[config.mk]
export PLATFORM = sky130hd
export DESIGN_NAME = integer_field_formatter
export DESIGN_NICKNAME = d
export VERILOG_FILES = /design/src/rtl/iff_pkg.sv /design/src/rtl/integer_field_formatter.sv /design/src/rtl/iff_ctrl.sv /design/src/rtl/iff_datapath.sv
export SDC_FILE = /design/constraint.sdc
export NUM_CORES = 1
export LEC_CHECK = 0
export BUFFER_PORTS_ARGS = -buffer_cell sky130_fd_sc_hd__buf_2
export CORE_MARGIN = 3
export CORE_UTILIZATION = 67
export DETAILED_ROUTE_END_ITERATION = 6
export PLACE_DENSITY = 0.91
export SLEW_MARGIN = 20
export SYNTH_ARGS = -nofsm -noshare
export SYNTH_HDL_FRONTEND = slang
export SYNTH_SLANG_ARGS = --single-unit
[constraint.sdc]
create_clock -name clock -period 9.4 [get_ports clock]
set_input_delay 0 -clock clock [delete_from_list [all_inputs] [get_ports clock]]
set_output_delay 0 -clock clock [all_outputs]
set_load 0.02 [all_outputs]
[src/rtl/iff_pkg.sv]
// ----------------------------------------------------------------------------
// iff_pkg
// Shared types, constants and helpers of the integer field formatter.
// ----------------------------------------------------------------------------
package iff_pkg;

   // field and digit sizing
   localparam int MAX_FIELD   = 64;
   localparam int DIGIT_SLOTS = 22;
   localparam int BIN_W       = 64;
   localparam int K_W         = $clog2(MAX_FIELD);
   localparam int DIG_IDX_W   = $clog2(DIGIT_SLOTS);
   localparam int CNT_W       = $clog2(BIN_W);
   localparam int ND_W        = $clog2(DIGIT_SLOTS + 1);
   localparam int POS_W       = 8;

   // radix codes
   localparam logic [1:0] RADIX_OCT = 2'd0;
   localparam logic [1:0] RADIX_DEC = 2'd1;
   localparam logic [1:0] RADIX_HEX = 2'd2;
   localparam logic [1:0] RADIX_BAD = 2'd3;

   // flag bit positions
   localparam int FLAG_ZEROPAD = 0;
   localparam int FLAG_SIGNED  = 1;
   localparam int FLAG_PLUS    = 2;
   localparam int FLAG_SPACE   = 3;
   localparam int FLAG_LEFT    = 4;
   localparam int FLAG_LOWER   = 5;
   localparam int FLAG_PREFIX  = 6;

   // characters
   localparam logic [7:0] CH_SPACE = 8'h20;
   localparam logic [7:0] CH_MINUS = 8'h2D;
   localparam logic [7:0] CH_PLUS  = 8'h2B;
   localparam logic [7:0] CH_ZERO  = 8'h30;
   localparam logic [7:0] CH_UPX   = 8'h58;
   localparam logic [7:0] CH_CASE  = 8'h20;
   localparam logic [7:0] CH_NUL   = 8'h00;

   // controller to datapath commands
   typedef struct packed {
      logic load;
      logic conv_step;
      logic size;
      logic plan;
      logic layout;
      logic advance;
      logic fault;
   } cmd_type;

   // datapath to controller status
   typedef struct packed {
      logic last;
   } stat_type;

   // one digit value to its ascii character
   function automatic logic [7:0] digit_char(input logic [3:0] d, input logic lower);
      logic [7:0] ch;
      if (d < 4'd10) begin
         ch = CH_ZERO + {4'h0, d};
      end else begin
         ch = (8'h37 + {4'h0, d}) | (lower ? CH_CASE : 8'h00);
      end
      return ch;
   endfunction

endpackage

[src/rtl/integer_field_formatter.sv]
// ----------------------------------------------------------------------------
// integer_field_formatter
// Sequence: decimal runs the conversion loop and then the size, plan and
//   layout states; octal and hex skip the loop; a bad radix goes straight to its fault answer.
// Throughput: one character per cycle while rsp_ready is high; the next input
//   word is taken the cycle after the last character; decimal conversion is a
//   64-step shift-and-adjust loop, one binary bit per cycle.
// Reset: synchronous active-high reset returns the controller to idle.
// ----------------------------------------------------------------------------
module integer_field_formatter (
   input  logic        clock,
   input  logic        reset,
   input  logic        req_valid,
   output logic        req_ready,
   input  logic [63:0] req_value,
   input  logic [1:0]  req_radix_code,
   input  logic [6:0]  req_field_width,
   input  logic [5:0]  req_min_digits,
   input  logic [6:0]  req_format_flags,
   output logic        rsp_valid,
   input  logic        rsp_ready,
   output logic [7:0]  rsp_out_char,
   output logic        rsp_last,
   output logic        rsp_bad_radix
);
   import iff_pkg::*;

   cmd_type  cmd;
   stat_type stat;

   // sequencing
   iff_ctrl u_ctrl (
      .clock          (clock),
      .reset          (reset),
      .req_valid      (req_valid),
      .req_radix_code (req_radix_code),
      .rsp_ready      (rsp_ready),
      .stat           (stat),
      .req_ready      (req_ready),
      .rsp_valid      (rsp_valid),
      .cmd            (cmd)
   );

   // conversion and character generation
   iff_datapath u_datapath (
      .clock            (clock),
      .cmd              (cmd),
      .req_value        (req_value),
      .req_radix_code   (req_radix_code),
      .req_field_width  (req_field_width),
      .req_min_digits   (req_min_digits),
      .req_format_flags (req_format_flags),
      .stat             (stat),
      .rsp_out_char     (rsp_out_char),
      .rsp_last         (rsp_last),
      .rsp_bad_radix    (rsp_bad_radix)
   );

endmodule

[src/rtl/iff_ctrl.sv]
// ----------------------------------------------------------------------------
// iff_ctrl
// Controller of the integer field formatter: sequences capture, binary to
// decimal conversion, field layout and the character stream.
// ----------------------------------------------------------------------------
module iff_ctrl (
   input  logic              clock,
   input  logic              reset,
   input  logic              req_valid,
   input  logic [1:0]        req_radix_code,
   input  logic              rsp_ready,
   input  iff_pkg::stat_type stat,
   output logic              req_ready,
   output logic              rsp_valid,
   output iff_pkg::cmd_type  cmd
);
   import iff_pkg::*;

   typedef enum logic [6:0] {
      ST_IDLE   = 7'b0000001,
      ST_CONV   = 7'b0000010,
      ST_SIZE   = 7'b0000100,
      ST_PLAN   = 7'b0001000,
      ST_LAYOUT = 7'b0010000,
      ST_EMIT   = 7'b0100000,
      ST_FAULT  = 7'b1000000
   } state_type;

   state_type          state_ff, state_in;
   logic [CNT_W-1:0]   cnt_ff, cnt_in;
   logic               req_take;

   assign req_ready = (state_ff == ST_IDLE);
   assign rsp_valid = (state_ff == ST_EMIT) || (state_ff == ST_FAULT);
   assign req_take  = req_valid && req_ready;

   // next state and commands
   always_comb begin
      state_in      = state_ff;
      cnt_in        = cnt_ff;
      cmd           = '0;
      case (state_ff)
         ST_IDLE: begin
            if (req_take) begin
               cmd.load = 1'b1;
               cnt_in   = '0;
               if (req_radix_code == RADIX_BAD) begin
                  state_in = ST_FAULT;
               end else if (req_radix_code == RADIX_DEC) begin
                  state_in = ST_CONV;
               end else begin
                  state_in = ST_SIZE;
               end
            end
         end
         ST_CONV: begin
            cmd.conv_step = 1'b1;
            cnt_in        = cnt_ff + 1'b1;
            if (cnt_ff == CNT_W'(BIN_W - 1)) begin
               state_in = ST_SIZE;
            end
         end
         ST_SIZE: begin
            cmd.size = 1'b1;
            state_in = ST_PLAN;
         end
         ST_PLAN: begin
            cmd.plan = 1'b1;
            state_in = ST_LAYOUT;
         end
         ST_LAYOUT: begin
            cmd.layout = 1'b1;
            state_in   = ST_EMIT;
         end
         ST_EMIT: begin
            if (rsp_ready) begin
               if (stat.last) begin
                  state_in = ST_IDLE;
               end else begin
                  cmd.advance = 1'b1;
               end
            end
         end
         ST_FAULT: begin
            cmd.fault = 1'b1;
            if (rsp_ready) begin
               state_in = ST_IDLE;
            end
         end
         default: begin
            state_in = ST_IDLE;
         end
      endcase
   end

   // state registers
   always_ff @(posedge clock) begin
      if (reset) begin
         state_ff <= ST_IDLE;
         cnt_ff   <= '0;
      end else begin
         state_ff <= state_in;
         cnt_ff   <= cnt_in;
      end
   end

`ifndef ASSERT_OFF
   // never take a new word while a result word is offered
   a_no_overlap: assert property (@(posedge clock) disable iff (reset)
      !(req_ready && rsp_valid))
      else $error("input taken while output pending");

   // bad radix answers in the very next cycle
   a_fault_next: assert property (@(posedge clock) disable iff (reset)
      (req_valid && req_ready && req_radix_code == RADIX_BAD) |=> rsp_valid)
      else $error("bad radix not answered");

   // conversion runs exactly one step per binary bit
   a_conv_len: assert property (@(posedge clock) disable iff (reset)
      (state_ff == ST_CONV && cnt_ff == CNT_W'(BIN_W - 1)) |=> (state_ff == ST_SIZE))
      else $error("conversion length wrong");

   // the final word of a field frees the input side
   a_last_free: assert property (@(posedge clock) disable iff (reset)
      (rsp_valid && rsp_ready && stat.last) |=> req_ready)
      else $error("not idle after last word");
`endif

endmodule

[src/rtl/iff_datapath.sv]
// ----------------------------------------------------------------------------
// iff_datapath
// Datapath of the integer field formatter: magnitude capture, serial binary
// to bcd conversion, digit count, field layout and character selection.
// ----------------------------------------------------------------------------
module iff_datapath (
   input  logic              clock,
   input  iff_pkg::cmd_type  cmd,
   input  logic [63:0]       req_value,
   input  logic [1:0]        req_radix_code,
   input  logic [6:0]        req_field_width,
   input  logic [5:0]        req_min_digits,
   input  logic [6:0]        req_format_flags,
   output iff_pkg::stat_type stat,
   output logic [7:0]        rsp_out_char,
   output logic              rsp_last,
   output logic              rsp_bad_radix
);
   import iff_pkg::*;

   typedef logic [DIGIT_SLOTS-1:0][3:0] dig_type;

   // captured item
   dig_type              dig_ff, dig_in;
   logic [BIN_W-1:0]     bin_ff, bin_in;
   logic [6:0]           width_ff, width_in;
   logic [5:0]           prec_ff, prec_in;
   logic                 zp_ff, zp_in;
   logic                 left_ff, left_in;
   logic                 lower_ff, lower_in;
   logic                 sgn_ff, sgn_in;
   logic [7:0]           sign_ch_ff, sign_ch_in;
   logic [1:0]           pfx_ff, pfx_in;
   // layout
   logic [ND_W-1:0]      nd_ff, nd_in;
   logic [6:0]           pad_ff, pad_in;
   logic [5:0]           pe_ff, pe_in;
   logic [POS_W-1:0]     b1_ff, b2_ff, b3_ff, b5_ff, b6_ff;
   logic [POS_W-1:0]     b1_in, b2_in, b3_in, b4_in, b5_in, b6_in;
   logic [K_W-1:0]       last_idx_ff, last_idx_in;
   logic [K_W-1:0]       k_ff, k_in;

   logic [BIN_W-1:0]                 mag;
   logic                             neg;
   logic [DIGIT_SLOTS*3-1:0]         oct_ext;
   logic [DIGIT_SLOTS*4-1:0]         hex_ext;
   dig_type                          oct_dig, adj;
   logic [DIGIT_SLOTS*4-1:0]         adj_flat;
   logic [8:0]                       wid_t;
   logic [5:0]                       pe_c;
   logic [POS_W-1:0]                 pad8, tot, tot_m1;
   logic [POS_W-1:0]                 kk, didx_full;
   logic [DIG_IDX_W-1:0]             didx;
   logic [3:0]                       dsel;
   logic [7:0]                       ch;

   // sign handling and digit extraction at capture
   always_comb begin
      neg     = req_format_flags[FLAG_SIGNED] & req_value[BIN_W-1];
      mag     = neg ? (BIN_W'(0) - req_value) : req_value;
      oct_ext = {(DIGIT_SLOTS*3-BIN_W)'(0), mag};
      hex_ext = {(DIGIT_SLOTS*4-BIN_W)'(0), mag};
      for (int i = 0; i < DIGIT_SLOTS; i++) begin
         oct_dig[i] = {1'b0, oct_ext[3*i +: 3]};
      end
   end

   // double dabble adjust of every bcd digit
   always_comb begin
      for (int i = 0; i < DIGIT_SLOTS; i++) begin
         adj[i] = (dig_ff[i] >= 4'd5) ? (dig_ff[i] + 4'd3) : dig_ff[i];
      end
      adj_flat = adj;
   end

   // digit count, at least one
   always_comb begin
      nd_in = nd_ff;
      if (cmd.size) begin
         nd_in = ND_W'(1);
         for (int i = 0; i < DIGIT_SLOTS; i++) begin
            if (dig_ff[i] != 4'h0) begin
               nd_in = ND_W'(i + 1);
            end
         end
      end
   end

   // effective precision and padding
   always_comb begin
      wid_t = {2'b00, width_ff} - {8'h00, sgn_ff} - {7'h00, pfx_ff};
      pe_c  = (prec_ff > {1'b0, nd_ff}) ? prec_ff : {1'b0, nd_ff};
      pe_in = cmd.plan ? pe_c : pe_ff;
      pad_in = pad_ff;
      if (cmd.plan) begin
         if (!wid_t[8] && (wid_t[7:0] > {2'b00, pe_c})) begin
            pad_in = 7'(wid_t[7:0] - {2'b00, pe_c});
         end else begin
            pad_in = '0;
         end
      end
   end

   // segment boundaries of the field
   always_comb begin
      pad8   = {1'b0, pad_ff};
      b1_in  = (!zp_ff && !left_ff) ? pad8 : '0;
      b2_in  = b1_in + {7'h00, sgn_ff};
      b3_in  = b2_in + {6'h00, pfx_ff};
      b4_in  = b3_in + (zp_ff ? pad8 : '0);
      b5_in  = b4_in + {2'b00, pe_ff} - {3'b000, nd_ff};
      b6_in  = b5_in + {3'b000, nd_ff};
      tot    = b6_in + (left_ff ? pad8 : '0);
      tot_m1 = tot - 8'd1;
      last_idx_in = (tot > POS_W'(MAX_FIELD)) ? K_W'(MAX_FIELD - 1) : tot_m1[K_W-1:0];
   end

   // capture, conversion and counter next values
   always_comb begin
      dig_in     = dig_ff;
      bin_in     = bin_ff;
      width_in   = width_ff;
      prec_in    = prec_ff;
      zp_in      = zp_ff;
      left_in    = left_ff;
      lower_in   = lower_ff;
      sgn_in     = sgn_ff;
      sign_ch_in = sign_ch_ff;
      pfx_in     = pfx_ff;
      k_in       = k_ff;
      if (cmd.load) begin
         bin_in   = mag;
         width_in = req_field_width;
         prec_in  = req_min_digits;
         left_in  = req_format_flags[FLAG_LEFT];
         zp_in    = req_format_flags[FLAG_ZEROPAD] & ~req_format_flags[FLAG_LEFT];
         lower_in = req_format_flags[FLAG_LOWER];
         sgn_in   = req_format_flags[FLAG_SIGNED] &
                    (req_value[BIN_W-1] | req_format_flags[FLAG_PLUS] |
                     req_format_flags[FLAG_SPACE]);
         sign_ch_in = neg ? CH_MINUS :
                      (req_format_flags[FLAG_PLUS] ? CH_PLUS : CH_SPACE);
         pfx_in = 2'd0;
         if (req_format_flags[FLAG_PREFIX]) begin
            if (req_radix_code == RADIX_HEX) begin
               pfx_in = 2'd2;
            end else if (req_radix_code == RADIX_OCT) begin
               pfx_in = 2'd1;
            end
         end
         if (req_radix_code == RADIX_HEX) begin
            dig_in = hex_ext;
         end else if (req_radix_code == RADIX_OCT) begin
            dig_in = oct_dig;
         end else begin
            dig_in = '0;
         end
         k_in = '0;
      end else if (cmd.conv_step) begin
         dig_in = {adj_flat[DIGIT_SLOTS*4-2:0], bin_ff[BIN_W-1]};
         bin_in = {bin_ff[BIN_W-2:0], 1'b0};
      end else if (cmd.advance) begin
         k_in = k_ff + 1'b1;
      end
   end

   // datapath registers
   always_ff @(posedge clock) begin
      dig_ff     <= dig_in;
      bin_ff     <= bin_in;
      width_ff   <= width_in;
      prec_ff    <= prec_in;
      zp_ff      <= zp_in;
      left_ff    <= left_in;
      lower_ff   <= lower_in;
      sgn_ff     <= sgn_in;
      sign_ch_ff <= sign_ch_in;
      pfx_ff     <= pfx_in;
      nd_ff      <= nd_in;
      pad_ff     <= pad_in;
      pe_ff      <= pe_in;
      k_ff       <= k_in;
      if (cmd.layout) begin
         b1_ff       <= b1_in;
         b2_ff       <= b2_in;
         b3_ff       <= b3_in;
         b5_ff       <= b5_in;
         b6_ff       <= b6_in;
         last_idx_ff <= last_idx_in;
      end
   end

   // character at the current position
   always_comb begin
      kk        = {(POS_W-K_W)'(0), k_ff};
      didx_full = b6_ff - 8'd1 - kk;
      didx      = didx_full[DIG_IDX_W-1:0];
      dsel      = (didx < DIG_IDX_W'(DIGIT_SLOTS)) ? dig_ff[didx] : 4'h0;
      if (kk < b1_ff) begin
         ch = CH_SPACE;
      end else if (kk < b2_ff) begin
         ch = sign_ch_ff;
      end else if (kk < b3_ff) begin
         ch = (kk == b2_ff) ? CH_ZERO : (CH_UPX | (lower_ff ? CH_CASE : 8'h00));
      end else if (kk < b5_ff) begin
         ch = CH_ZERO;
      end else if (kk < b6_ff) begin
         ch = digit_char(dsel, lower_ff);
      end else begin
         ch = CH_SPACE;
      end
   end

   // result word
   assign rsp_out_char  = cmd.fault ? CH_NUL : ch;
   assign rsp_last      = cmd.fault | (k_ff == last_idx_ff);
   assign rsp_bad_radix = cmd.fault;
   assign stat.last     = rsp_last;

endmodule

Word level (Yosys, flattened, before mapping):

Cells that the tools add are included.

* register bits: 262

* magnitude comparators: 33
* mux-type cells: 88
* reduce and logical (&&, ||, !) cells: 37
* equality and inequality tests: 18
* add/subtract/negate cells: 40
* bitwise operators: 10

Operators with widths (count)
* 88-bit 2-to-1 mux: 3
* 64-bit 2-to-1 mux: 3
* 4-bit 2-to-1 mux: 32
* 4-bit by 3-bit >= comparator with 1-bit output (second input constant): 22
* 85-bit 2-to-1 mux: 1
* 4-bit by 2-bit adder with 4-bit output (second input constant): 21
* 4-bit nonzero test: 21
* 8-bit 2-to-1 mux: 8
* 1-bit by 64-bit subtractor with 64-bit output (first input constant): 1
* 7-bit 2-to-1 mux: 9
* 7-bit one-hot mux with 7 select lines: 1
* 6-bit by 8-bit less-than comparator with 1-bit output: 5
* 3-bit 2-to-1 mux: 10
* 4-bit binary-select mux with 5-bit select: 1
* 6-bit 2-to-1 mux: 3
* 6-bit by 4-bit adder with 7-bit output (first input constant): 2
* 6-bit by 1-bit adder with 6-bit output (second input constant): 2
* 6-bit one-hot mux with 2 select lines: 1
* 1-bit 2-to-1 mux: 11
* 2-bit 2-to-1 mux: 5
* 9-bit by 2-bit subtractor with 9-bit output: 1
* 8-bit by 1-bit adder with 8-bit output: 1
* 8-bit by 2-bit adder with 8-bit output: 1
* 8-bit by 5-bit adder with 8-bit output: 1
* 44 further kinds: 60

Longest topological paths before layout:

Gate-level depths: netlist of the first run.

* depth after elaboration: 21
* mapped depth: 26
* gate-level depth less buffers: 26

Hierarchy:

A second synthesis of the first run with hierarchy kept.

* cells, all modules: 1841
* area total of the unflattened synthesis: 18128.6 µm²

By module, submodules not included
* iff_datapath: area each 17405.4 µm², cells each 1755, seq. area each 7236.9 µm², times used 1
* iff_ctrl: area each 723.2 µm², cells each 86, seq. area each 260.2 µm², times used 1

Worst setup path after synthesis of the first run:

OpenSTA, ideal clock, no wires.

* path kind: register to register
* from: reg u_datapath.zp_ff
* to: reg u_datapath.last_idx_ff[0], data pin
* stages on the path, launching flop included: 25
* arrival: 5643 ps
* data required time: 9140 ps
* clock period less this slack: 5902 ps
* slack: 3498 ps
* path buffers: 0
* cell sequence: edfxtp_1 nor2_1 and2_1 ha_1 xor2_1 inv_1 fa_1 xor2_1 fa_1 inv_1 fa_1 inv_1 ha_1 a21o_1 a21oi_1 xnor2_1 ha_1 xor2_1 ha_1 a21oi_1 o21bai_1 a21oi_1 xor3_1 a21oi_2 nand2_1

* longest elaborated chain between the ends: 11

Ends and longest elaborated chain
* start: declaration: RTL line iff_datapath.sv:28 `logic zp_ff, zp_in;`
* start signal: assignment: RTL line iff_datapath.sv:173 `zp_ff <= zp_in;`
* 1-bit logical NOT: RTL line iff_datapath.sv:107 `b1_in = (!zp_ff && !left_ff) ? pad8 : '0;`
* 1-bit logical AND: RTL line iff_datapath.sv:107
* 7-bit 2-to-1 mux: RTL line iff_datapath.sv:107
* named net u_datapath.b1_in[0]: RTL line iff_datapath.sv:39 `logic [POS_W-1:0] b1_in, b2_in, b3_in, b4_in, b5_in, b6_in;`
* 8-bit by 1-bit adder with 8-bit output: RTL line iff_datapath.sv:108 `b2_in = b1_in + {7'h00, sgn_ff};`
* named net u_datapath.b2_in[1]: RTL line iff_datapath.sv:39
* 8-bit by 2-bit adder with 8-bit output: RTL line iff_datapath.sv:109 `b3_in = b2_in + {6'h00, pfx_ff};`
* named net u_datapath.b3_in[2]: RTL line iff_datapath.sv:39
* 8-bit adder: RTL line iff_datapath.sv:110 `b4_in = b3_in + (zp_ff ? pad8 : '0);`
* 8-bit by 6-bit adder with 8-bit output: RTL line iff_datapath.sv:111 `b5_in = b4_in + {2'b00, pe_ff} - {3'b000, nd_ff};`
* 8-bit by 5-bit subtractor with 8-bit output: RTL line iff_datapath.sv:111
* named net u_datapath.b5_in[4]: RTL line iff_datapath.sv:39
* 8-bit by 5-bit adder with 8-bit output: RTL line iff_datapath.sv:112 `b6_in = b5_in + {3'b000, nd_ff};`
* named net u_datapath.b6_in[4]: RTL line iff_datapath.sv:39
* 8-bit by 7-bit adder with 8-bit output: RTL line iff_datapath.sv:113 `tot = b6_in + (left_ff ? pad8 : '0);`
* 8-bit by 7-bit > comparator with 1-bit output: RTL line iff_datapath.sv:115 `last_idx_in = (tot > POS_W'(MAX_FIELD)) ? K_W'(MAX_FIELD - 1) : tot_m1[K_W-1:0];`
* end signal: assignment: RTL line iff_datapath.sv:189 `last_idx_ff <= last_idx_in;`
* end: declaration: RTL line iff_datapath.sv:40 `logic [K_W-1:0] last_idx_ff, last_idx_in;`

The timed path passes the listed nets, and every way through them passes these cells.
A chain may end at the register's enable or synchronous reset.

Worst setup path after layout of the first run:

* from: reg u_datapath.zp_ff
* to: reg u_datapath.last_idx_ff[3], data pin

Same word-level chain as after synthesis.

==> results of run 1 <==
[cells by family after synthesis]
kind of cell,Yosys count,share of synthesized area
other,1,0.000209
AOI/OAI and AO/OA,455,0.152
xor gates and xnor gates,142,0.0714
and+or+nand+nor,572,0.156
muxes,50,0.0422
DFF,256,0.418
adders and majority gates,150,0.112
buffers and inverters,225,0.0480
[stage by stage]
stage	utilization	hold slack [ns]
2_1_floorplan	-	0.0721
3_3_place_gp	0.712	0.176
3_5_place_dp	0.712	0.179
4_1_cts	0.775	0.00503
5_1_grt	0.775	0.0491
6_report	0.775	0.0310
[worst paths after layout]
kind                     from                        end  slack, ns  cells past startpoint
max          u_datapath.zp_ff  u_datapath.last_idx_ff[3]       2.25                     24
min             req_value[56]      u_datapath.bin_ff[56]       0.03                      3
max reg2reg  u_datapath.zp_ff  u_datapath.last_idx_ff[3]       2.25                     24
min reg2reg  u_ctrl.cnt_ff[1]           u_ctrl.cnt_ff[1]       0.50                      2
[power by group through the flow]
stage	combinational, mW	sequential, mW	clock [mW]
after global routing	2.89	1.98	1.24
after detailed placement	2.49	1.96	0
after global placement	2.32	1.94	0
after CTS	2.56	1.94	1.19
final	2.66	1.96	1.19
after floorplan	1.96	1.90	0
[state kept, by name (all words and copies together), names as in the netlist, 7 cells and up]
name	count
u_datapath.b3_ff	8
u_datapath.width_ff	7
u_datapath.b6_ff	8
u_datapath.b1_ff	7
u_datapath.dig_ff	88
u_datapath.pad_ff	7
u_datapath.b5_ff	8
u_datapath.bin_ff	64
u_ctrl.state_ff	7
u_datapath.b2_ff	8
[cell usage after synthesis (20+ instances only)]
master and number:
edfxtp_1 237, nand2_1 215, inv_1 157, a21oi_1 144
nor2_1 139, o21ai_0 138, ha_1 132, xnor2_1 93
clkbuf_1 48, nor3b_1 47, xor2_1 46, o22ai_1 39
nand2b_1 30, mux2i_1 26, a21o_1 23, nor3_1 22
mux4_2 20
[per-layer routing]
layer  GRT usage  vias up
met5           0        -
met4       0.166        0
met3      0.0641      273
met2       0.608     1234
met1       0.436     7376
li1            -     6902
[final cells by class]
cell class,count,area (um2),share of cell area
clock buffer,36,752,0.0370
antenna,1,2.50,0.000123
sequential,256,7500,0.369
clock inverter,16,225,0.0111
timing repair buffer,175,1230,0.0605
multi-input combinational,1370,9580,0.472
tap,335,419,0.0206
inverter,158,594,0.0293
[cell usage in the layout (no fill, tap or decap), drive strengths merged, types with 36 or more instances in the layout]
| cell type | netlist | routed |
|---|---|---|
| inv | 158 | 157 |
| dlygate4sd3 | 0 | 66 |
| clkbuf | 48 | 36 |
| nand2 | 216 | 216 |
| nor3b | 48 | 48 |
| nor2 | 139 | 139 |
| o21ai | 141 | 141 |
| edfxtp | 237 | 237 |
| xnor2 | 93 | 93 |
| a21oi | 145 | 145 |
| buf | 19 | 109 |
| ha | 132 | 132 |
| o22ai | 39 | 39 |
| xor2 | 47 | 47 |
[worst max-delay path, cell delays in order (launching register included)]
cell and delay, ns:
edfxtp_1 0.56, nor2_1 0.48, and2_1 0.28, ha_1 0.22, xor2_1 0.31, inv_1 0.11
fa_1 0.46, xor2_1 0.21, fa_1 0.56, inv_1 0.05, fa_1 0.56, inv_1 0.06
ha_1 0.29, a21o_1 0.19, a21oi_1 0.22, xnor2_1 0.19, ha_1 0.31, xor2_1 0.30
ha_1 0.32, a21oi_1 0.25, o21bai_1 0.11, a21oi_1 0.20, xor3_1 0.26, a21oi_2 0.25
nand2_1 0.11
==> impl_metrics.env, run 1 <==
export IMPL_p_int_mw=3.52
export IMPL_swShare=0.393
export IMPL_num_rows=59
export IMPL_viasPerCell=6.73
export IMPL_clkLatencyLatePin_ns=0.55
export IMPL_wl_met1_mm=18.1
export IMPL_drt_wirelength_per_cell_um=22.1
export IMPL_yosysSeqAreaShare=0.418
export IMPL_htreeDepth=1
export IMPL_clock_skew_ns=0.0160
export IMPL_hold_violations=0
export IMPL_maxCapViolCount=0
export IMPL_dp_cells=2228
export IMPL_place_area_um2=18700
export IMPL_wl_met2_mm=25.0
export IMPL_synth_fp_nets=2090
export IMPL_hp_class="input pin to register"
export IMPL_layout_cells_non_filler=2347
export IMPL_synthFlopType="edfxtp_1"
export IMPL_postCtsSetupRepairBufs=0
export IMPL_clock_power_share=0.205
export IMPL_wl_met3_mm=5.72
export IMPL_stdcell_area_um2=20300
export IMPL_fin_nets=2228
export IMPL_antenna_found_initial=1
export IMPL_fmax_mhz=140
export IMPL_worst_slack_ns=2.25
export IMPL_synth_edf_count=237
export IMPL_clockBufferDepth=3
export IMPL_highest_layer="met4"
export IMPL_drc_errors=0
export IMPL_final_setup_tns_ns=0
export IMPL_setup_worst_path_start_class="register"
export IMPL_synth_top_area_frac=0.397
export IMPL_min_period_over_period=0.760
export IMPL_synth_avg_cell_area_um2=9.68
export IMPL_setup_viol=0
export IMPL_slew_viol_final=0
export IMPL_fp_dieH_um=170
export IMPL_worst_path_max_fanout=12
export IMPL_ios=102
export IMPL_synth_top_area_cell="edfxtp_1"
export IMPL_pwr_share_seq=0.337
export IMPL_tightest_slew_ns=1.20
export IMPL_drt_iter0_drc=2290
export IMPL_worstPathArrival_ns=7.43
export IMPL_required_ns=9.68
export IMPL_grt_ovfl_total=0
export IMPL_cts_tree="built"
export IMPL_ys_warnings_count=0
export IMPL_clock_sinks=256
export IMPL_p_total_mw=5.80
export IMPL_portBuffers=100
export IMPL_grt_pass1_wl_mm=81.1
export IMPL_core_area_um2=26200
export IMPL_power_switching_mw=2.28
export IMPL_dieArea_um2=28800
export IMPL_globalplace_congestion=0.916
export IMPL_fillers=1528
export IMPL_ant_nets=0
export IMPL_p_leak_nw=8.20
export IMPL_hpwlAfterDp_mm=33.6
export IMPL_drive_gt1_frac=0.0970
export IMPL_crit_path_end_kind="register"
export IMPL_final_min_clock_period_ns=7.15
export IMPL_clk_pin_slew_ns=0.06
export IMPL_status="completed"
export IMPL_rsz0062_at_grt="false"
export IMPL_numCtsBuffers=28
export IMPL_ys_ff_latch=256
export IMPL_holdBufCountCts=66
export IMPL_grt_start_max_net_pins=85
export IMPL_place_ws_ns=2.45
export IMPL_ys_types=82
export IMPL_synth_area_leaders="edfxtp_1, ha_1, xnor2_1"
export IMPL_die_x_um=170
export IMPL_post_cts_resized=0
export IMPL_track_usage=0.354
export IMPL_vias=15785
export IMPL_cts_root_buf="clkbuf_16"
export IMPL_initial_utilization=0.684
export IMPL_syn_instance_count=1851
export IMPL_dr_pass1_iters=6
export IMPL_routed_wl_mm=51.8
export IMPL_synthesis_area_um2=17900
export IMPL_p_comb_frac=0.458
export IMPL_first_global_vias=15644
export IMPL_power_density_nw_per_um2=286
export IMPL_slew_limit_headroom=0.197
export IMPL_synthToLayoutAreaGrowth_pct=13.3
export IMPL_synthArstFlopShare=0
export IMPL_criticalPathCategory="register to register"
export IMPL_vdd_drop_max_mv=0.238
(Power assumes the default switching activity.)
==> run 2, diff against run 1 <==
--- a/config.mk
+++ b/config.mk
@@ -7,9 +7,9 @@
 export LEC_CHECK = 0
 export BUFFER_PORTS_ARGS = -buffer_cell sky130_fd_sc_hd__buf_2
 export CORE_MARGIN = 3
-export CORE_UTILIZATION = 67
+export CORE_UTILIZATION = 57
 export DETAILED_ROUTE_END_ITERATION = 6
-export PLACE_DENSITY = 0.91
+export PLACE_DENSITY = 0.83
 export SLEW_MARGIN = 20
 export SYNTH_ARGS = -nofsm -noshare
 export SYNTH_HDL_FRONTEND = slang
==> constraint.sdc (replaced) <==
create_clock -name clock -period 6.5 [get_ports clock]
set_input_delay 0 -clock clock [delete_from_list [all_inputs] [get_ports clock]]
set_output_delay 0 -clock clock [all_outputs]
set_load 0.02 [all_outputs]
==> impl_metrics.env, run 2 (synthesis results as in run 1) <==
export IMPL_synthToLayoutAreaGrowth_pct=14.5
export IMPL_final_setup_tns_ns=0
export IMPL_final_common_cell="edfxtp_1"
export IMPL_htreeDepth=1
export IMPL_required_ns=6.79
export IMPL_grt_pass1_wl_mm=78.6
export IMPL_worstPathArrival_ns=6.51
export IMPL_dr_pass1_iters=7
export IMPL_slew_viol_final=0
export IMPL_drt_wirelength_per_cell_um=20.4
export IMPL_grt_busiest_layer="met2"
export IMPL_fp_dieH_um=183
export IMPL_track_usage=0.289
export IMPL_cts_root_buf="clkbuf_16"
export IMPL_antenna_found_initial=0
export IMPL_multi_input_comb_area_um2=9630
export IMPL_slew_limit_headroom=0.314
export IMPL_drc_errors=1
export IMPL_fillers=2237
export IMPL_crit_path_top_delay_cell="fa_1"
export IMPL_clockBufferDepth=3
export IMPL_setup_viol=0
export IMPL_globalplace_congestion=0.912
export IMPL_worst_path_max_fanout=6
export IMPL_place_ws_ns=0.289
export IMPL_p_leak_nw=8.26
export IMPL_rsz0062_at_grt="false"
export IMPL_setup_worst_path_start_class="register"
export IMPL_postCtsSetupRepairBufs=0
export IMPL_worstPathCellList="nor2_1 > and2_1 > ha_1 > xor2_2 > inv_1 > fa_1 > xor2_1 > fa_1 > inv_1 > fa_1 > fa_1 > inv_1 > ha_1 > xnor2_1 > ha_1 > a21oi_1 > o21bai_1 > a21oi_2 > o21bai_1 > a21oi_1 > xor3_1 > a21oi_4 > nand2_1"
export IMPL_numCtsBuffers=29
export IMPL_register_area_um2=7500
export IMPL_worst_slack_ns=0.280
export IMPL_clk_pin_slew_ns=0.07
export IMPL_viasPerCell=6.25
export IMPL_vias=15110
export IMPL_dieArea_um2=33600
export IMPL_core_area_um2=30800
export IMPL_grt_ovfl_total=0
export IMPL_drive_gt1_frac=0.104
export IMPL_swShare=0.392
export IMPL_cp_common_cell="fa_1"
export IMPL_cts_tree="built"
export IMPL_antenna_diode_count=0
export IMPL_fmax_mhz=161
export IMPL_final_cell_mix="edfxtp_1, nand2_1, inv_1, a21oi_1, nor2_1"
export IMPL_regMostFlops="u_datapath.dig_ff"
export IMPL_num_rows=64
export IMPL_hp_class="input pin to register"
export IMPL_fin_nets=2237
export IMPL_power_switching_mw=3.28
export IMPL_max_stage_delay_ns=0.56
export IMPL_final_min_clock_period_ns=6.22
export IMPL_crit_path_end_kind="register"
export IMPL_power_density_nw_per_um2=409
export IMPL_status="finished, violations left"
export IMPL_hpwlAfterDp_mm=33.8
export IMPL_criticalPathCategory="register to register"
export IMPL_use_met2=0.492
export IMPL_vdd_drop_max_mv=0.286
export IMPL_pwr_share_seq=0.336
export IMPL_routed_wl_mm=49.3
export IMPL_p_comb_frac=0.458
export IMPL_clkLatencyLatePin_ns=0.56
export IMPL_ios=102
export IMPL_tightest_slew_ns=1.03
export IMPL_violations="design-rule violations"
export IMPL_die_x_um=183
export IMPL_min_period_over_period=0.957
export IMPL_largest_reg_flops=88
export IMPL_hold_violations=0
export IMPL_top_regs="u_datapath.dig_ff: 88 flops, u_datapath.bin_ff: 64 flops"
export IMPL_grt_start_max_net_pins=88
export IMPL_reg2reg_depth=23
export IMPL_ant_nets=0
export IMPL_drt_iter0_drc=1662
export IMPL_first_global_vias=15108
export IMPL_grt_use_met3=0.0409
export IMPL_p_int_mw=5.10
export IMPL_clock_power_share=0.206
export IMPL_portBuffers=100
export IMPL_clock_sinks=256
export IMPL_maxCapViolCount=0
export IMPL_clock_skew_ns=0.0213
export IMPL_initial_utilization=0.581
export IMPL_grtUsageMet1=0.378
export IMPL_hold_depth=4
==> run 2: critical path, delay by kind of cell, from the launching register on <==
family,cells,cell delay (ns)
AND/OR/NAND/NOR,3,0.45
flip-flops,1,0.40
AO/OA/AOI/OAI,6,1.00
XOR/XNOR,4,0.93
adder cells (fa/ha/maj),7,2.94
buffers and inverters,3,0.20
==> run 2: metrics by stage <==
stage          hold WS, ns  std cells   util  power (mW)  cell area [um2]
4_1_cts            0.00126       2417  0.664        8.23            20500
2_1_floorplan       0.0721       1851      -        5.58            17900
3_5_place_dp         0.178       2294  0.609        6.43            18800
3_3_place_gp         0.177       2294  0.609        6.20            18800
5_1_grt             0.0193       2417  0.666        8.91            20500
6_report            0.0139       2417  0.666        8.38            20500
==> run 2: area by class of cell <==
cell class	count	area share
multi-input cells	1370	0.469
clock inverters	18	0.0104
inverters	158	0.0290
flip-flops and latches	256	0.365
clock buffers	36	0.0381
well taps	396	0.0241
repair buffers	183	0.0638
==> run 2: final timing paths <==
| kind | from | end | slack [ns] |
|---|---|---|---|
| max | u_datapath.zp_ff | u_datapath.last_idx_ff[4] | 0.28 |
| min reg2reg | u_ctrl.cnt_ff[1] | u_ctrl.cnt_ff[1] | 0.51 |
| max reg2reg | u_datapath.zp_ff | u_datapath.last_idx_ff[4] | 0.28 |
| min | req_value[7] | u_datapath.bin_ff[7] | 0.01 |
==> run 2: routing by layer <==
metal,up-vias,share of wire
met3,168,0.091
met2,899,0.47
met1,7117,0.39
li1,6926,-
met5,-,0
met4,0,0.044
==> run 2: power groups by stage <==
| stage | combinational (mW) | sequential (mW) | clock [mW] |
|---|---|---|---|
| 2_1_floorplan | 2.83 | 2.75 | 0 |
| 3_5_place_dp | 3.60 | 2.83 | 0 |
| 3_3_place_gp | 3.39 | 2.81 | 0 |
| 5_1_grt | 4.26 | 2.85 | 1.80 |
| 6_report | 3.84 | 2.82 | 1.72 |
| 4_1_cts | 3.69 | 2.80 | 1.73 |
==> run 2: timing repair <==
| action | 4_1_cts | 5_1_grt |
|---|---|---|
| endpoints found under the hold margin | 101 | 0 |
| hold buffers | 69 | 0 |
| endpoints found under the setup margin | 0 | 6 |
| resized for setup | 0 | 5 |
==> run 3, diff against run 2 <==
--- a/config.mk
+++ b/config.mk
@@ -5,7 +5,8 @@
 export SDC_FILE = /design/constraint.sdc
 export NUM_CORES = 1
 export LEC_CHECK = 0
-export BUFFER_PORTS_ARGS = -buffer_cell sky130_fd_sc_hd__buf_2
+export BUFFER_PORTS_ARGS = -buffer_cell sky130_fd_sc_hd__clkbuf_2
+export CAP_MARGIN = 20
 export CORE_MARGIN = 3
 export CORE_UTILIZATION = 57
 export DETAILED_ROUTE_END_ITERATION = 6
==> impl_metrics.env, run 3 (synthesis results as in run 1) <==
export IMPL_status="completed"
export IMPL_globalplace_congestion=0.906
export IMPL_crit_path_end_kind="register"
export IMPL_grt_ovfl_total=0
export IMPL_reg2reg_depth=25
export IMPL_drt_iter0_drc=1800
export IMPL_grtUsageMet1=0.376
export IMPL_worstPathArrival_ns=6.77
export IMPL_dr_pass1_iters=6
export IMPL_regMostFlops="u_datapath.dig_ff"
export IMPL_fmax_mhz=155
export IMPL_worst_slack_ns=0.0340
export IMPL_stdcell_area_um2=20400
export IMPL_vias=15223
export IMPL_first_global_vias=14942
export IMPL_min_period_over_period=0.995
export IMPL_hold_depth=3
export IMPL_initial_utilization=0.581
export IMPL_slew_viol_final=0
export IMPL_setup_viol=0
export IMPL_worst_path_max_fanout=6
export IMPL_register_area_um2=7500
export IMPL_core_area_um2=30800
export IMPL_final_cell_mix="edfxtp_1, nand2_1, inv_1, a21oi_1, nor2_1"
export IMPL_use_met2=0.482
export IMPL_tightest_slew_ns=1.09
export IMPL_dp_cells=2294
export IMPL_hp_class="input pin to register"
export IMPL_fillers=2264
export IMPL_vdd_drop_max_mv=0.244
export IMPL_final_min_clock_period_ns=6.47
export IMPL_place_ws_ns=0.315
export IMPL_drive_gt1_frac=0.101
export IMPL_routed_wl_mm=48.9
export IMPL_grt_start_max_net_pins=109
export IMPL_drc_errors=0
export IMPL_clock_sinks=256
export IMPL_hpwlAfterDp_mm=34.1
export IMPL_slew_limit_headroom=0.274
export IMPL_power_density_nw_per_um2=405
export IMPL_ios=102
export IMPL_layout_cells_non_filler=2412
export IMPL_cts_tree="built"
export IMPL_numCtsBuffers=29
export IMPL_clk_pin_slew_ns=0.06
export IMPL_num_rows=64
export IMPL_drt_wirelength_per_cell_um=20.3
export IMPL_p_leak_nw=8.21
export IMPL_antenna_diode_count=0
export IMPL_fp_dieH_um=183
export IMPL_criticalPathCategory="register to register"
export IMPL_synthToLayoutAreaGrowth_pct=13.7
export IMPL_ant_nets=0
export IMPL_setup_worst_path_start_class="register"
export IMPL_clock_skew_ns=0.0123
export IMPL_hold_violations=0
export IMPL_cts_root_buf="clkbuf_16"
export IMPL_antenna_found_initial=1
export IMPL_viasPerCell=6.31
export IMPL_place_area_um2=18800
export IMPL_required_ns=6.80
export IMPL_multi_input_comb_area_um2=9610
export IMPL_maxCapViolCount=0
export IMPL_final_common_cell="edfxtp_1"
export IMPL_htreeDepth=1
export IMPL_grt_pass1_wl_mm=77.6
export IMPL_top_regs="u_datapath.dig_ff: 88 flops, u_datapath.bin_ff: 64 flops"
export IMPL_dieArea_um2=33600
export IMPL_clkLatencyLatePin_ns=0.56
export IMPL_die_x_um=183
export IMPL_track_usage=0.287
export IMPL_largest_reg_flops=88
export IMPL_fin_nets=2232
export IMPL_grt_use_met3=0.0428
export IMPL_clockBufferDepth=3
export IMPL_portBuffers=100
export IMPL_grt_busiest_layer="met2"
[run 3: layout make-up]
class	count	area share
sequential	256	0.368
clock inverter	15	0.00626
timing repair buffer	178	0.0614
tap	396	0.0243
inverter	158	0.0292
clock buffer	39	0.0389
multi-input combinational	1370	0.472
[run 3: path summary, 6_finish.rpt]
check | start | slack (ns) | to
worst max-delay path | u_datapath.left_ff | 0.03 | u_datapath.last_idx_ff[4]
worst min-delay path | req_value[56] | 0.02 | u_datapath.bin_ff[56]
worst max register to register | u_datapath.left_ff | 0.03 | u_datapath.last_idx_ff[4]
worst min register to register | u_ctrl.cnt_ff[1] | 0.50 | u_ctrl.cnt_ff[1]
[run 3: critical path: stages, from the launching register on]
cell and delay [ns]:
edfxtp_1 0.40, nor2_1 0.15, and2_1 0.19, ha_1 0.22, xor2_2 0.20, inv_1 0.08, fa_1 0.45, xor2_1 0.22
fa_1 0.55, inv_1 0.05, fa_1 0.57, inv_1 0.07, ha_1 0.31, a21o_1 0.21, a21oi_2 0.18, xnor2_1 0.17
ha_1 0.30, a21oi_1 0.24, xnor2_1 0.20, ha_1 0.30, inv_1 0.10, o21bai_1 0.09, a21oi_1 0.29, xor3_1 0.36
a21oi_4 0.21, nand2_1 0.08
[run 3: what timing repair did]
item                       in CTS  in global routing
setup endpoints to repair       0                  6
setup buffers                   0                  0
gates resized for setup         0                  4
hold buffers                   63                  0
hold endpoints to repair       90                  0
[run 3: metal layers]
metal,up-vias,routed length [um]
met1,7205,18800
met4,2,2360
met2,918,23100
li1,6918,-
met5,-,48
met3,180,4580
[run 3: through the flow]
step | hold slack, ns | util | power, mW | TNS [ns]
after floorplan | 0.0721 | - | 5.58 | 0
after global placement | 0.177 | 0.609 | 6.19 | 0
after detailed placement | 0.179 | 0.609 | 6.42 | 0
after CTS | 0.00104 | 0.659 | 8.08 | 0
after global routing | 0.0397 | 0.661 | 8.81 | -1.61
final | 0.0219 | 0.661 | 8.26 | 0
[run 3: report_power, final]
part,leakage [nW],switching [mW],internal [mW]
clock,0.449,0.673,0.931
combinational,5.36,2.26,1.58
sequential,2.40,0.328,2.49
